## src/hdl/phvc_pkg.sv

```systemverilog
// Package: shared types and constants for the position-hold velocity controller.
`timescale 1ns / 1ps
package phvc_pkg;
    localparam int ACCEL_LIMIT_XY_DEF    = 500;
    localparam int ACCEL_LIMIT_Z_DEF     = 300;
    localparam int SIGNAL_TIMEOUT_MS_DEF = 500;
    localparam int RANGE_XY_MM_DEF       = 15000;
    localparam int RANGE_Z_MM_DEF        = 5000;
    localparam int MIN_Z_MM_DEF          = 300;

    localparam logic [2:0] MODE_NO_SIGNAL = 3'd0;
    localparam logic [2:0] MODE_LOST      = 3'd1;
    localparam logic [2:0] MODE_NOT_READY = 3'd2;
    localparam logic [2:0] MODE_REACHED   = 3'd3;
    localparam logic [2:0] MODE_NAV       = 3'd4;

    localparam logic [1:0] EVT_NONE    = 2'd0;
    localparam logic [1:0] EVT_REACHED = 2'd1;
    localparam logic [1:0] EVT_LEFT    = 2'd2;

    localparam logic [2:0] REG_TX  = 3'd0;
    localparam logic [2:0] REG_TY  = 3'd1;
    localparam logic [2:0] REG_TZ  = 3'd2;
    localparam logic [2:0] REG_GXY = 3'd3;
    localparam logic [2:0] REG_GZ  = 3'd4;
    localparam logic [2:0] REG_LXY = 3'd5;
    localparam logic [2:0] REG_LZ  = 3'd6;
    localparam logic [2:0] REG_DB  = 3'd7;

    typedef struct packed {
        logic signed [15:0] goal_x;
        logic signed [15:0] goal_y;
        logic signed [15:0] goal_z;
        logic [15:0]        gain_xy;
        logic [15:0]        gain_z;
        logic [13:0]        speed_limit_xy;
        logic [13:0]        speed_limit_z;
        logic [13:0]        deadband_mm;
    } t_cfg;

    // shared multi-cycle unit request / status
    typedef struct packed {
        logic        sqrt_start;
        logic [35:0] sqrt_arg;
        logic        div_start;
        logic [29:0] div_num;
        logic [16:0] div_den;
    } t_unit_req;

    typedef struct packed {
        logic        busy;
        logic        done;
        logic [29:0] result;
    } t_unit_rsp;
endpackage

```

## src/hdl/position_hold_velocity_controller_unit.sv

```systemverilog
// Top level: position-hold velocity controller.
`timescale 1ns / 1ps
// One control tick enters per input word and yields exactly one result word. A rejected fix
// or a controller that is not ready goes from the checks straight to the output; a reached
// target also takes the distance square root, navigation adds the gains, and an active
// horizontal speed limit adds the magnitude square root and two divides. The bit-serial
// square root (18 steps) and divide (30 steps) unit is shared by the distance, horizontal
// magnitude and component scaling. The block takes no new word until the previous result
// has been taken.
module position_hold_velocity_controller_unit #(
    parameter int ACCEL_LIMIT_XY    = phvc_pkg::ACCEL_LIMIT_XY_DEF,
    parameter int ACCEL_LIMIT_Z     = phvc_pkg::ACCEL_LIMIT_Z_DEF,
    parameter int SIGNAL_TIMEOUT_MS = phvc_pkg::SIGNAL_TIMEOUT_MS_DEF,
    parameter int RANGE_XY_MM       = phvc_pkg::RANGE_XY_MM_DEF,
    parameter int RANGE_Z_MM        = phvc_pkg::RANGE_Z_MM_DEF,
    parameter int MIN_Z_MM          = phvc_pkg::MIN_Z_MM_DEF
) (
    input  logic         i_clk,
    input  logic         i_rst_n,
    input  logic         s_axis_tvalid,
    output logic         s_axis_tready,
    // pos_x, pos_y, pos_z, has_pos, pos_time_ms, now_ms, fcu_ready (+6 zero bits)
    input  logic [119:0] s_axis_tdata,
    output logic         m_axis_tvalid,
    input  logic         m_axis_tready,
    // vel_x, vel_y, vel_z, nav_mode, reached_event, distance_mm (+2 zero bits)
    output logic [71:0]  m_axis_tdata,
    input  logic         psel,
    input  logic         penable,
    input  logic         pwrite,
    input  logic [4:0]   paddr,
    input  logic [31:0]  pwdata,
    output logic [31:0]  prdata,
    output logic         pready
);
    import phvc_pkg::*;

    t_cfg      w_cfg;
    t_unit_req w_req;
    t_unit_rsp w_rsp;
    logic [69:0] w_out;

    phvc_cfg_regs u_regs (
        .i_clk, .i_rst_n, .psel, .penable, .pwrite, .paddr, .pwdata,
        .prdata, .pready, .o_cfg(w_cfg)
    );

    phvc_sqdiv u_unit (.i_clk, .i_rst_n, .i_req(w_req), .o_rsp(w_rsp));

    phvc_seq #(
        .ACCEL_LIMIT_XY(ACCEL_LIMIT_XY), .ACCEL_LIMIT_Z(ACCEL_LIMIT_Z),
        .SIGNAL_TIMEOUT_MS(SIGNAL_TIMEOUT_MS), .RANGE_XY_MM(RANGE_XY_MM),
        .RANGE_Z_MM(RANGE_Z_MM), .MIN_Z_MM(MIN_Z_MM)
    ) u_seq (
        .i_clk, .i_rst_n, .i_cfg(w_cfg),
        .i_in_valid(s_axis_tvalid), .o_in_ready(s_axis_tready),
        .i_in_word(s_axis_tdata[113:0]),
        .o_out_valid(m_axis_tvalid), .i_out_ready(m_axis_tready),
        .o_out_word(w_out), .o_req(w_req), .i_rsp(w_rsp)
    );

    assign m_axis_tdata = {2'b00, w_out};
endmodule

```

## src/hdl/phvc_cfg_regs.sv

```systemverilog
// Register file: APB-style configuration port.
`timescale 1ns / 1ps
module phvc_cfg_regs (
    input  logic            i_clk,
    input  logic            i_rst_n,
    input  logic            psel,
    input  logic            penable,
    input  logic            pwrite,
    input  logic [4:0]      paddr,
    input  logic [31:0]     pwdata,
    output logic [31:0]     prdata,
    output logic            pready,
    output phvc_pkg::t_cfg  o_cfg
);
    import phvc_pkg::*;

    t_cfg r_cfg;
    logic [2:0] w_idx;

    assign w_idx  = paddr[4:2];
    assign pready = 1'b1;
    assign o_cfg  = r_cfg;

    always_ff @(posedge i_clk) begin
        if (!i_rst_n) begin
            r_cfg.goal_x         <= 16'sd0;
            r_cfg.goal_y         <= 16'sd0;
            r_cfg.goal_z         <= 16'sd1000;
            r_cfg.gain_xy        <= 16'd205;
            r_cfg.gain_z         <= 16'd154;
            r_cfg.speed_limit_xy <= 14'd800;
            r_cfg.speed_limit_z  <= 14'd400;
            r_cfg.deadband_mm    <= 14'd100;
        end else if (psel && penable && pwrite && pready) begin
            unique case (w_idx)
                REG_TX:  r_cfg.goal_x         <= pwdata[15:0];
                REG_TY:  r_cfg.goal_y         <= pwdata[15:0];
                REG_TZ:  r_cfg.goal_z         <= pwdata[15:0];
                REG_GXY: r_cfg.gain_xy        <= pwdata[15:0];
                REG_GZ:  r_cfg.gain_z         <= pwdata[15:0];
                REG_LXY: r_cfg.speed_limit_xy <= pwdata[13:0];
                REG_LZ:  r_cfg.speed_limit_z  <= pwdata[13:0];
                REG_DB:  r_cfg.deadband_mm    <= pwdata[13:0];
                default: ;
            endcase
        end
    end

    always_comb begin
        unique case (w_idx)
            REG_TX:  prdata = {{16{r_cfg.goal_x[15]}}, r_cfg.goal_x};
            REG_TY:  prdata = {{16{r_cfg.goal_y[15]}}, r_cfg.goal_y};
            REG_TZ:  prdata = {{16{r_cfg.goal_z[15]}}, r_cfg.goal_z};
            REG_GXY: prdata = {16'd0, r_cfg.gain_xy};
            REG_GZ:  prdata = {16'd0, r_cfg.gain_z};
            REG_LXY: prdata = {18'd0, r_cfg.speed_limit_xy};
            REG_LZ:  prdata = {18'd0, r_cfg.speed_limit_z};
            REG_DB:  prdata = {18'd0, r_cfg.deadband_mm};
            default: prdata = 32'd0;
        endcase
    end
endmodule

```

## src/hdl/phvc_sqdiv.sv

```systemverilog
// Shared iterative unit: integer square root and unsigned division, one bit per cycle.
`timescale 1ns / 1ps
module phvc_sqdiv (
    input  logic                 i_clk,
    input  logic                 i_rst_n,
    input  phvc_pkg::t_unit_req  i_req,
    output phvc_pkg::t_unit_rsp  o_rsp
);
    import phvc_pkg::*;

    logic        r_busy, r_done, r_is_div;
    logic [5:0]  r_cnt;
    logic [37:0] r_rem;
    logic [35:0] r_src;
    logic [29:0] r_res;
    logic [16:0] r_den;

    logic [37:0] w_trial;
    logic [37:0] w_shift;
    logic        w_ge;

    always_comb begin
        if (r_is_div) begin
            w_shift = {r_rem[36:0], r_src[29]};
            w_trial = w_shift - {21'd0, r_den};
        end else begin
            w_shift = {r_rem[35:0], r_src[35:34]};
            w_trial = w_shift - {6'd0, r_res, 2'b01};
        end
        w_ge = !w_trial[37];
    end

    always_ff @(posedge i_clk) begin
        if (!i_rst_n) begin
            r_busy <= 1'b0;
            r_done <= 1'b0;
        end else begin
            r_done <= 1'b0;
            if (i_req.sqrt_start || i_req.div_start) begin
                r_busy   <= 1'b1;
                r_is_div <= i_req.div_start;
                r_rem    <= '0;
                r_res    <= '0;
                r_src    <= i_req.div_start ? {6'd0, i_req.div_num} : i_req.sqrt_arg;
                r_den    <= i_req.div_den;
                r_cnt    <= i_req.div_start ? 6'd30 : 6'd18;
            end else if (r_busy) begin
                r_rem <= w_ge ? w_trial : w_shift;
                r_res <= {r_res[28:0], w_ge};
                r_src <= r_is_div ? {r_src[34:0], 1'b0} : {r_src[33:0], 2'b00};
                r_cnt <= r_cnt - 6'd1;
                if (r_cnt == 6'd1) begin
                    r_busy <= 1'b0;
                    r_done <= 1'b1;
                end
            end
        end
    end

    assign o_rsp.busy   = r_busy;
    assign o_rsp.done   = r_done;
    assign o_rsp.result = r_res;

`ifndef SYNTHESIS
    a_done_after_busy: assert property (@(posedge i_clk) disable iff (!i_rst_n)
        r_done |-> $past(r_busy)) else $error("done without busy");
    a_no_start_busy: assert property (@(posedge i_clk) disable iff (!i_rst_n)
        r_busy |-> !(i_req.sqrt_start || i_req.div_start)) else $error("start while busy");
    a_cnt_live: assert property (@(posedge i_clk) disable iff (!i_rst_n)
        r_busy |-> r_cnt != 6'd0) else $error("count underrun");
`endif
endmodule

```

## src/hdl/phvc_seq.sv

```systemverilog
// Sequencer: validity checks, gains, limits and rate limiting over the shared unit.
`timescale 1ns / 1ps
module phvc_seq #(
    parameter int ACCEL_LIMIT_XY    = phvc_pkg::ACCEL_LIMIT_XY_DEF,
    parameter int ACCEL_LIMIT_Z     = phvc_pkg::ACCEL_LIMIT_Z_DEF,
    parameter int SIGNAL_TIMEOUT_MS = phvc_pkg::SIGNAL_TIMEOUT_MS_DEF,
    parameter int RANGE_XY_MM       = phvc_pkg::RANGE_XY_MM_DEF,
    parameter int RANGE_Z_MM        = phvc_pkg::RANGE_Z_MM_DEF,
    parameter int MIN_Z_MM          = phvc_pkg::MIN_Z_MM_DEF
) (
    input  logic                 i_clk,
    input  logic                 i_rst_n,
    input  phvc_pkg::t_cfg       i_cfg,
    input  logic                 i_in_valid,
    output logic                 o_in_ready,
    input  logic [113:0]         i_in_word,
    output logic                 o_out_valid,
    input  logic                 i_out_ready,
    output logic [69:0]          o_out_word,
    output phvc_pkg::t_unit_req  o_req,
    input  phvc_pkg::t_unit_rsp  i_rsp
);
    import phvc_pkg::*;

    localparam logic [35:0] RXY2 = 36'(RANGE_XY_MM * RANGE_XY_MM);
    // ceil(2^34 / 1000): exact floor(x / 1000) for x below 2^24
    localparam logic [49:0] RECIP_1000 = 50'd17179870;

    typedef enum logic [10:0] {
        S_IDLE  = 11'b00000000001,
        S_CHK   = 11'b00000000010,
        S_SQ    = 11'b00000000100,
        S_DIST  = 11'b00000001000,
        S_GAIN  = 11'b00000010000,
        S_HV    = 11'b00000100000,
        S_HSQ   = 11'b00001000000,
        S_DIVX  = 11'b00010000000,
        S_DIVY  = 11'b00100000000,
        S_RATE  = 11'b01000000000,
        S_OUT   = 11'b10000000000
    } t_state;

    t_state r_state;
    logic [1:0] r_sub;
    logic signed [15:0] r_px, r_py, r_pz;
    logic r_has, r_rdy, r_valid;
    logic [31:0] r_age, r_now;
    logic signed [16:0] r_dx, r_dy, r_dz;
    logic [35:0] r_acc;
    logic [35:0] r_s2;
    logic signed [15:0] r_vx, r_vy, r_vz;
    logic [16:0] r_h;
    logic signed [15:0] r_pvx, r_pvy, r_pvz;
    logic r_was;
    logic [31:0] r_lct;
    logic [16:0] r_ldist;
    logic [2:0] r_mode;
    logic [1:0] r_evt;
    logic [31:0] r_dt;

    // shared multiplier: 17x17 signed
    logic signed [17:0] w_ma, w_mb;
    logic signed [35:0] w_prod;
    assign w_prod = w_ma * w_mb;

    logic signed [16:0] w_sel_d;
    logic [15:0] w_sel_g;
    logic signed [15:0] w_sel_v;
    logic [33:0] w_gabs, w_round;
    logic signed [17:0] w_gv;
    logic signed [15:0] w_gsat;
    logic [15:0] w_abs;
    logic [23:0] w_mxy_p, w_mz_p;
    logic [49:0] w_mxy_r, w_mz_r;
    logic [16:0] w_mxy, w_mz;
    logic [27:0] w_db2, w_lxy2;

    assign w_db2  = {14'd0, i_cfg.deadband_mm} * {14'd0, i_cfg.deadband_mm};
    assign w_lxy2 = {14'd0, i_cfg.speed_limit_xy} * {14'd0, i_cfg.speed_limit_xy};

    always_comb begin
        w_sel_d = r_sub == 2'd0 ? r_dx : (r_sub == 2'd1 ? r_dy : r_dz);
        w_sel_g = r_sub == 2'd2 ? i_cfg.gain_z : i_cfg.gain_xy;
        w_sel_v = (r_state == S_DIVY || (r_state == S_HV && r_sub == 2'd1)) ? r_vy : r_vx;
        w_ma = '0;
        w_mb = '0;
        w_gv = '0;
        unique case (r_state)
            S_CHK: begin
                w_ma = r_sub == 2'd0 ? 18'(r_px) : 18'(r_py);
                w_mb = w_ma;
            end
            S_SQ: begin
                w_ma = 18'(w_sel_d);
                w_mb = w_ma;
            end
            S_GAIN: begin
                w_ma = 18'(w_sel_d);
                w_mb = $signed({2'b00, w_sel_g});
            end
            S_HV: begin
                w_ma = 18'(w_sel_v);
                w_mb = w_ma;
            end
            default: ;
        endcase
        w_gabs  = w_prod[35] ? 34'(-w_prod) : 34'(w_prod);
        w_round = (w_gabs + 34'd128) >> 8;
        if (w_round > 34'd32767 && !w_prod[35]) w_gsat = 16'sd32767;
        else if (w_round > 34'd32768 && w_prod[35]) w_gsat = -16'sd32768;
        else begin
            w_gv   = w_prod[35] ? -$signed(18'(w_round[17:0])) : $signed(18'(w_round[17:0]));
            w_gsat = w_gv[15:0];
        end
        w_abs   = w_sel_v[15] ? 16'(-w_sel_v) : 16'(w_sel_v);
        w_mxy_p = {14'd0, r_dt[9:0]} * 24'(ACCEL_LIMIT_XY);
        w_mz_p  = {14'd0, r_dt[9:0]} * 24'(ACCEL_LIMIT_Z);
        w_mxy_r = {26'd0, w_mxy_p} * RECIP_1000;
        w_mz_r  = {26'd0, w_mz_p} * RECIP_1000;
        w_mxy   = {3'd0, w_mxy_r[47:34]};
        w_mz    = {3'd0, w_mz_r[47:34]};
    end

    function automatic logic signed [15:0] f_step(input logic signed [15:0] p,
                                                  input logic signed [15:0] w,
                                                  input logic [16:0] m);
        logic signed [17:0] d;
        logic signed [17:0] ms;
        d  = 18'(w) - 18'(p);
        ms = $signed({1'b0, m});
        if (d > ms) d = ms;
        if (d < -ms) d = -ms;
        return 16'(18'(p) + d);
    endfunction

    logic signed [15:0] w_zc;
    logic signed [15:0] w_lz;
    assign w_lz = $signed({2'b00, i_cfg.speed_limit_z});
    assign w_zc = r_vz > w_lz ? w_lz : (r_vz < -w_lz ? -w_lz : r_vz);

    logic [15:0] w_q;
    logic signed [15:0] w_qs;
    assign w_q  = i_rsp.result[15:0];
    assign w_qs = w_sel_v[15] ? -$signed(w_q) : $signed(w_q);

    always_comb begin
        o_req = '0;
        if (r_state == S_DIST && r_sub == 2'd0) begin
            o_req.sqrt_start = 1'b1;
            o_req.sqrt_arg   = r_s2;
        end
        if (r_state == S_HSQ && r_sub == 2'd0) begin
            o_req.sqrt_start = 1'b1;
            o_req.sqrt_arg   = r_acc;
        end
        if ((r_state == S_DIVX || r_state == S_DIVY) && !r_sub[1] && !r_sub[0]) begin
            o_req.div_start = 1'b1;
            o_req.div_num   = {14'd0, w_abs} * {16'd0, i_cfg.speed_limit_xy};
            o_req.div_den   = r_h;
        end
    end

    assign o_in_ready  = r_state == S_IDLE && !o_out_valid;
    assign o_out_word  = {r_ldist, r_evt, r_mode, r_pvz, r_pvy, r_pvx};

    always_ff @(posedge i_clk) begin
        if (!i_rst_n) begin
            r_state     <= S_IDLE;
            r_sub       <= '0;
            o_out_valid <= 1'b0;
            r_pvx <= '0; r_pvy <= '0; r_pvz <= '0;
            r_was <= 1'b0; r_lct <= '0; r_ldist <= '0;
        end else begin
            if (o_out_valid && i_out_ready) o_out_valid <= 1'b0;
            unique case (r_state)
                S_IDLE: if (i_in_valid && o_in_ready) begin
                    r_px  <= i_in_word[15:0];
                    r_py  <= i_in_word[31:16];
                    r_pz  <= i_in_word[47:32];
                    r_has <= i_in_word[48];
                    r_age <= i_in_word[112:81] - i_in_word[80:49];
                    r_now <= i_in_word[112:81];
                    r_rdy <= i_in_word[113];
                    r_sub <= '0;
                    r_state <= S_CHK;
                end
                S_CHK: begin
                    if (r_sub == 2'd0) begin
                        r_acc <= 36'(w_prod);
                        r_sub <= 2'd1;
                    end else begin
                        r_valid <= r_has && r_age <= 32'(SIGNAL_TIMEOUT_MS)
                            && (r_acc + 36'(w_prod)) <= RXY2
                            && r_pz >= 16'(MIN_Z_MM) && r_pz <= 16'(RANGE_Z_MM);
                        r_dx <= 17'(i_cfg.goal_x) - 17'(r_px);
                        r_dy <= 17'(i_cfg.goal_y) - 17'(r_py);
                        r_dz <= 17'(i_cfg.goal_z) - 17'(r_pz);
                        r_sub <= '0;
                        r_state <= S_SQ;
                    end
                end
                S_SQ: begin
                    if (!r_valid || !r_rdy) begin
                        r_mode <= !r_valid ? (r_has ? MODE_LOST : MODE_NO_SIGNAL)
                                           : MODE_NOT_READY;
                        r_evt <= EVT_NONE;
                        r_was <= 1'b0;
                        r_pvx <= '0; r_pvy <= '0; r_pvz <= '0;
                        r_state <= S_OUT;
                    end else begin
                        r_s2  <= (r_sub == 2'd0 ? 36'd0 : r_s2) + 36'(w_prod);
                        if (r_sub == 2'd2) begin
                            r_sub <= '0;
                            r_state <= S_DIST;
                        end else begin
                            r_sub <= r_sub + 2'd1;
                        end
                    end
                end
                S_DIST: begin
                    if (r_sub == 2'd0) r_sub <= 2'd1;
                    else if (i_rsp.done) begin
                        r_ldist <= i_rsp.result[16:0];
                        r_sub <= '0;
                        if (r_s2 <= {8'd0, w_db2}) begin
                            r_mode <= MODE_REACHED;
                            r_evt  <= r_was ? EVT_NONE : EVT_REACHED;
                            r_was  <= 1'b1;
                            r_pvx <= '0; r_pvy <= '0; r_pvz <= '0;
                            r_state <= S_OUT;
                        end else begin
                            r_mode <= MODE_NAV;
                            r_evt  <= r_was ? EVT_LEFT : EVT_NONE;
                            r_was  <= 1'b0;
                            r_state <= S_GAIN;
                        end
                    end
                end
                S_GAIN: begin
                    unique case (r_sub)
                        2'd0: begin
                            r_vx  <= w_gsat;
                            r_sub <= 2'd1;
                        end
                        2'd1: begin
                            r_vy  <= w_gsat;
                            r_sub <= 2'd2;
                        end
                        default: begin
                            r_vz <= w_gsat;
                            r_sub <= '0;
                            r_state <= S_HV;
                        end
                    endcase
                end
                S_HV: begin
                    if (r_sub == 2'd0) begin
                        r_acc <= 36'(w_prod);
                        r_sub <= 2'd1;
                    end else begin
                        r_acc <= r_acc + 36'(w_prod);
                        r_vz  <= w_zc;
                        r_dt  <= r_now - r_lct;
                        r_lct <= r_now;
                        r_sub <= '0;
                        r_state <= (r_acc + 36'(w_prod)) > {8'd0, w_lxy2}
                            ? S_HSQ : S_RATE;
                    end
                end
                S_HSQ: begin
                    if (r_sub == 2'd0) r_sub <= 2'd1;
                    else if (i_rsp.done) begin
                        r_h <= i_rsp.result[16:0];
                        r_sub <= '0;
                        r_state <= S_DIVX;
                    end
                end
                S_DIVX, S_DIVY: begin
                    if (r_sub == 2'd0) r_sub <= 2'd1;
                    else if (i_rsp.done) begin
                        r_sub <= '0;
                        if (r_state == S_DIVX) begin
                            r_vx <= w_qs;
                            r_state <= S_DIVY;
                        end else begin
                            r_vy <= w_qs;
                            r_state <= S_RATE;
                        end
                    end
                end
                S_RATE: begin
                    if (r_dt != 32'd0 && r_dt < 32'd1000) begin
                        r_pvx <= f_step(r_pvx, r_vx, w_mxy);
                        r_pvy <= f_step(r_pvy, r_vy, w_mxy);
                        r_pvz <= f_step(r_pvz, r_vz, w_mz);
                    end else begin
                        r_pvx <= r_vx; r_pvy <= r_vy; r_pvz <= r_vz;
                    end
                    r_state <= S_OUT;
                end
                S_OUT: begin
                    o_out_valid <= 1'b1;
                    r_state <= S_IDLE;
                end
                default: r_state <= S_IDLE;
            endcase
        end
    end

`ifndef SYNTHESIS
    a_out_from_out: assert property (@(posedge i_clk) disable iff (!i_rst_n)
        $rose(o_out_valid) |-> $past(r_state == S_OUT)) else $error("result out of order");
    a_idle_ready: assert property (@(posedge i_clk) disable iff (!i_rst_n)
        o_in_ready |-> r_state == S_IDLE) else $error("ready outside idle");
    a_reached_zero: assert property (@(posedge i_clk) disable iff (!i_rst_n)
        $rose(o_out_valid) && r_mode != MODE_NAV |-> r_pvx == 16'sd0 && r_pvz == 16'sd0)
        else $error("velocity not zero");
`endif
endmodule

```

## config.mk

```make
export PLATFORM = sky130hd
export DESIGN_NAME = position_hold_velocity_controller_unit
export DESIGN_NICKNAME = d
export VERILOG_FILES = /design/src/hdl/phvc_pkg.sv /design/src/hdl/position_hold_velocity_controller_unit.sv /design/src/hdl/phvc_cfg_regs.sv /design/src/hdl/phvc_sqdiv.sv /design/src/hdl/phvc_seq.sv
export SDC_FILE = /design/constraint.sdc
export NUM_CORES = 2
export LEC_CHECK = 0
export BUFFER_PORTS_ARGS = -buffer_cell sky130_fd_sc_hd__buf_4
export CORE_ASPECT_RATIO = 0.6
export CORE_MARGIN = 2
export CORE_UTILIZATION = 57
export DETAILED_ROUTE_END_ITERATION = 10
export HOLD_SLACK_MARGIN = 0.12
export PLACE_DENSITY_LB_ADDON = 0.25
export SLEW_MARGIN = 20
export SYNTH_ARGS = -nofsm -noshare
export SYNTH_HDL_FRONTEND = slang
export SYNTH_SLANG_ARGS = --single-unit
export TNS_END_PERCENT = 1
```

## constraint.sdc

```tcl
create_clock -name i_clk -period 49 [get_ports i_clk]
set_clock_uncertainty 0.05 [all_clocks]
set_input_delay 9.8 -clock i_clk [delete_from_list [all_inputs] [get_ports i_clk]]
set_output_delay 9.8 -clock i_clk [all_outputs]
set_load 0.005 [all_outputs]
```

# [Word level (Yosys, flattened, before mapping)]
# Index checks and enable logic that the tools add are counted.
[word_totals] latch_bits=0 output_inout_bits=107 mem_count=0 in_bits=164 register_bits=703 mem_bits_ro=0 ram_bits=0
[classes] n_lt_le_gt_ge=17 n_addsub=25 n_bitwise=4 shift=0 n_mux=131 reduce_logical=71 multipliers=8 n_eq_ne=42 div_mod_pow=0
[ops] operator="two-way mux 16 bit" count=38
[ops] operator="case mux 32 bit (8 select lines)" count=1
[ops] operator="two-way mux 36 bit" count=7
[ops] operator="two-way mux 18 bit" count=13
[ops] operator="two-way mux 37 bit" count=5
[ops] operator="case mux 16 bit (3 select lines)" count=3
[ops] operator="two-way mux 11 bit" count=13
[ops] operator="subtractor 16 x 16 -> 17 bit" count=6
[ops] operator="case mux 11 bit (9 select lines)" count=1
[ops] operator="case mux 16 bit (2 select lines)" count=3
[ops] operator="multiplier 17 x 24 -> 41 bit (second input constant)" count=2
[ops] operator="adder 36 bit" count=2
[ops] operator="case mux 18 bit (4 select lines)" count=1
[ops] operator="case mux 36 bit (2 select lines)" count=1
[ops] operator="subtractor 32 bit" count=2
[ops] operator="multiplier 14 x 14 -> 28 bit" count=2
[ops] operator="greater-than comparator 18 x 11 -> 1 bit" count=3
[ops] operator="< comparator 18 bit" count=3
[ops] operator="case mux 18 bit (3 select lines)" count=1
[ops] operator="adder 16 bit" count=3
[ops] operator="two-way mux 48 bit" count=1
[ops] operator="negation 16 bit" count=3
[ops] operator="two-way mux 38 bit" count=1
[ops] operator="subtractor 38 x 17 -> 38 bit" count=1
[ops] operator="other kinds (74)" count=182

# [Longest topological paths before layout]
[depth] word_depth=15 depth_mapped=96 ltp_nobuf=94

# [Cells and area by module]
# From an unflattened synthesis, not the netlist that was laid out.
[hier_totals] hier_cells=11047 hier_area_um2=97598.6
[modules_own_cells] module="phvc_seq" area_each_um2=81983.6 n_inst=1 seq_area_each_um2=12451.9 cells_per_inst=9261
[modules_own_cells] module="phvc_sqdiv" area_each_um2=9680.5 n_inst=1 seq_area_each_um2=3853.7 cells_per_inst=1056
[modules_own_cells] module="phvc_cfg_regs" area_each_um2=5915.7 n_inst=1 seq_area_each_um2=2442.3 cells_per_inst=727
[modules_own_cells] module="position_hold_velocity_controller_unit" area_each_um2=18.8 n_inst=1 seq_area_each_um2=0.0 cells_per_inst=3

# [Worst setup path before layout]
# Ideal clock, no wire load.
[synth_path] kind="in2out" startpoint="input paddr[2]" endpoint="output prdata[17]" path_slack_ps=27316 n_path_buf=4 t_arrival_ps=11834 required_time_ps=39150 cell_stages=8 cell_sequence="clkbuf_1 > buf_1 > clkbuf_1 > mux2i_1 > nor2_1 > a21oi_1 > nor2_1 > buf_4"
[synth_via] elab_chain_len=2 elab_cells_between_ends=9
[synth_lines] item="start, declared" line_no="position_hold_velocity_controller_unit.sv:31" rtl="input logic [4:0] paddr,"
[synth_lines] item="equality test 3 bit (tied with other cells)" line_no="phvc_cfg_regs.sv:50" rtl="unique case (w_idx)"
[synth_lines] item="case mux 32 bit (8 select lines) (*)" line_no="phvc_cfg_regs.sv:50"
[synth_lines] item="end, declared" line_no="position_hold_velocity_controller_unit.sv:33" rtl="output logic [31:0] prdata,"
# Every way passes the cells marked *; elsewhere a longest branch is shown, timed or not.

# [Worst setup path in the final report]
[layout_path] startpoint="input paddr[3]" endpoint="output prdata[10]"
# Same word-level chain as after synthesis.

==> summary.txt <==
Die
  – DIE HEIGHT: 321 um
  – CORE AREA: 166000 sq um
  – DIE AREA: 170000 sq um
  – Starting density of the core: 57.3%
  – Site Rows: 116
  – Die X: 532 um
  – Ports: 271

Synth
  – YS warnings: 0
  – Post-synthesis register bit count: 703
  – Library cells used by synthesis: 118
  – Sequential area share after synthesis: 19.7%
  – Post-Synth Adder-Cell Area: 37.2%
  – Yosys top cell by area: fa_1
  – Xor/xnor cell area share of the yosys netlist: 5.06%
  – Compound-Gate Fraction of Synth Area: 13.3%
  – Post-synthesis mux area share: 1.95%
  – Post-synth EDFFs: 467
  – Synth top area cells: fa_1, ha_1, edfxtp_1
  – Post-synth ARST share: 0%
  – Largest family of logic cells by synthesized area: adder cells
  – Top_reg_cell synth: edfxtp_1
  – Mean Syn Cell Area: 8.98 sq um
  – Top cell type's share of synthesized area: 20.7%
  – Post-synthesis simple-gate area fraction: 14.7%
  – Mapped Cells: 10610
  – Synthesized area: 95200 sq um

Finish
  – Sequential cell area: 18700 sq um
  – Layout cells sized above 1: 6.43%
  – Area Overhead vs Synth: 7.48%
  – Most frequent cells in the layout: inv_1, ha_1, nand2_1
  – Area of the multi-input gates: 69000 sq um
  – Non-Filler Instances: 13030
  – Fillers: 14074
  – Final nets: 13130
  – Most common cell after layout, fill and taps aside: inv_1

Worst hold path
  – Class of the worst hold path: register to register

Timing
  – Least-Margin Pin Slew: 1.19 ns
  – Unrepaired setup endpoints after global routing: no
  – Slew Limit Fails: 0
  – Post-route minimum period: 22.57 ns
  – Slew HR: 19.2%
  – Final Hold Vio Count: 0
  – Max Fclk: 44.3 MHz
  – Final cycle utilization of the critical path: 46.1%
  – Setup violators final: 0
  – Setup TNS: 0 ns

Setup path
  – Worst-path maximum fanout: 43
  – Crit Path Class: input port to primary output
  – Startpoint types: input port
  – CP arrival: 12.72 ns
  – CP max stage cell: clkinv_1
  – Crit. End Element: primary output
  – Worst path top cell family by delay: buffers and inverters
  – Crit-path max cell delay: 0.74 ns
  – Most numerous cell on the critical path: buf_4
  – Buf+Inv Stages, Crit Path: 3
  – Data required time at the worst endpoint: 39.15 ns
  – Worst-path cell chain: buf_4 -> clkinv_1 -> nor2_1 -> a22oi_1 -> nor2b_1 -> o22ai_1 -> o21ai_0 -> buf_4

Pwr
  – Pwr Density: 15.9 nW/um^2
  – Leakage: 48.7 nW
  – Comb pwr share: 23.1%
  – Clk network pwr share: 36.1%
  – VDD IR max: 30.8 uV
  – Seq pwr share: 40.8%
  – P_sw: 515 uW
  – Sw frac: 31.7%
  – Int Pwr: 1.11 mW

Routing
  – Via/cell ratio: 5.99
  – Vias after detailed routing: 78034
  – Routed Antenna Nets: 0
  – Initial DRC Count: 8919
  – Remaining DRCs: 0
  – Drt wl/cell: 22.7 um
  – Final wirelength: 295000 um
  – Pre-Repair DR Iteration Count: 8

GRT
  – Vias in the first global route: 76043
  – Initial antenna violation count: 14
  – Pin count of the biggest net entering global routing: 144
  – First-pass GRT wire length: 452000 um
  – Gr ovfl total: 0
  – Total GRT Usage: 34.3%

Clocking
  – CTS tree: done
  – CTS Root Cell: clkbuf_16
  – Clock sink total: 703
  – Post-CTS Hold Buffers: 0
  – H-tree depth: 3
  – CTS buffer count: 73
  – Maximum clock insertion buffer count: 3
  – Resized cells post-CTS: 0
  – Post-CTS setup buffers: 0
  – Worst-path clk slew: 0.06 ns
  – Clock Latency Late Sink: 0.67 ns

Status
  – Status: finished clean

Placed design
  – Dpl cells: 12891
  – Port buffer count: 243
  – GP Congestion: 1.01
  – Post-DP HPWL: 243000 um

Job
  – # Max-Cap Violations: 0
## through the flow
| stage | setup slack, ns | area [sq um] | total power [mW] | hold slack (ns) | util, % |
|---|---|---|---|---|---|
| after floorplan | 27.32 | 95200 | 0.910 | 0.372 | - |
| after global placement | 26.52 | 99900 | 1.03 | 0.392 | 60.0 |
| after detailed placement | 26.42 | 99900 | 1.04 | 0.397 | 60.0 |
| after CTS | 26.41 | 102000 | 1.62 | 0.405 | 61.5 |
| after global routing | 25.51 | 102000 | 1.68 | 0.423 | 61.5 |
| final | 26.43 | 102000 | 1.62 | 0.404 | 61.5 |
## worst paths after layout
check,from,endpoint,slack [ns],depth (start not counted)
worst max-delay path,paddr[3],prdata[10],26.43,8
worst min-delay path,u_seq.r_lct[27],u_seq.r_lct[27],0.40,2
worst max register to register,u_seq.r_dt[1],u_seq.r_pvy[15],26.98,92
worst min register to register,u_seq.r_lct[27],u_seq.r_lct[27],0.40,2
## cell usage after synthesis, types with 118 or more instances
cell type and count:
xor2_1 188, nor2_1 676, fa_1 983, a21oi_1 574, edfxtp_1 467, nor2b_1 129
nand2_1 1152, ha_1 1259, and2_1 304, mux2i_1 138, dfxtp_1 236, a21o_1 202
inv_1 1661, clkbuf_1 298, xnor2_1 351, nor3_1 128, o21ai_0 387, nand3_1 118
## worst register-to-register path: cells and delay by family, from the launching register on
| family | cells | cell delay, ns |
|---|---|---|
| buffers and inverters | 11 | 2.03 |
| adders and majority gates | 18 | 7.15 |
| xor gates and xnor gates | 4 | 0.65 |
| and+or+nand+nor | 12 | 1.74 |
| muxes | 1 | 0.14 |
| DFF | 1 | 0.74 |
| AOI/OAI and AO/OA | 46 | 9.35 |
## layout make-up
cell class	instances	area share, %
Timing Repair Buffer	405	2.98
Clock inverter	23	0.220
Tap cell	2242	2.74
Sequential cell	703	18.3
Antenna cell	4	0.00978
Clock buffer	112	2.16
Inverter	1668	6.12
Multi-Input combinational cell	7873	67.4
## cell families after synthesis
family          Yosys count
buf+inv                2036
xor+xnor                544
mux                     170
other cells               2
compound gates         1941
flops                   703
simple gates           2969
fa+ha+maj              2245
## metal layers
layer  share of wire (%)  vias to the layer above  global-route usage [%]
met1                  45                    37886                    51.6
met3                  15                      424                    13.6
met2                  38                     3977                    46.1
met5               0.039                        -                       0
met4                 1.9                       18                    6.33
li1                    -                    35729                       -
## flip-flops by register name (all words and copies together) (netlist names), 17 cells and up
| name | cells |
|---|---|
| u_regs.o_cfg | 122 |
| u_seq.r_acc | 36 |
| u_seq.r_age | 32 |
| u_seq.r_dt | 32 |
| u_seq.r_dx | 17 |
| u_seq.r_dy | 17 |
| u_seq.r_dz | 17 |
| u_seq.r_h | 17 |
| u_seq.r_lct | 32 |
| u_seq.r_ldist | 17 |
| u_seq.r_now | 32 |
| u_seq.r_s2 | 36 |
| u_unit.r_den | 17 |
| u_unit.r_rem | 37 |
| u_unit.r_res | 30 |
| u_unit.r_src | 36 |
## power groups by stage
stage	sequential [mW]	clock (mW)	combinational, mW
finish	0.663	0.586	0.376
global route	0.663	0.613	0.405
CTS	0.662	0.590	0.367
detailed placement	0.675	0	0.364
global placement	0.675	0	0.356
floorplan	0.672	0	0.238
(Power assumes the default switching activity.)
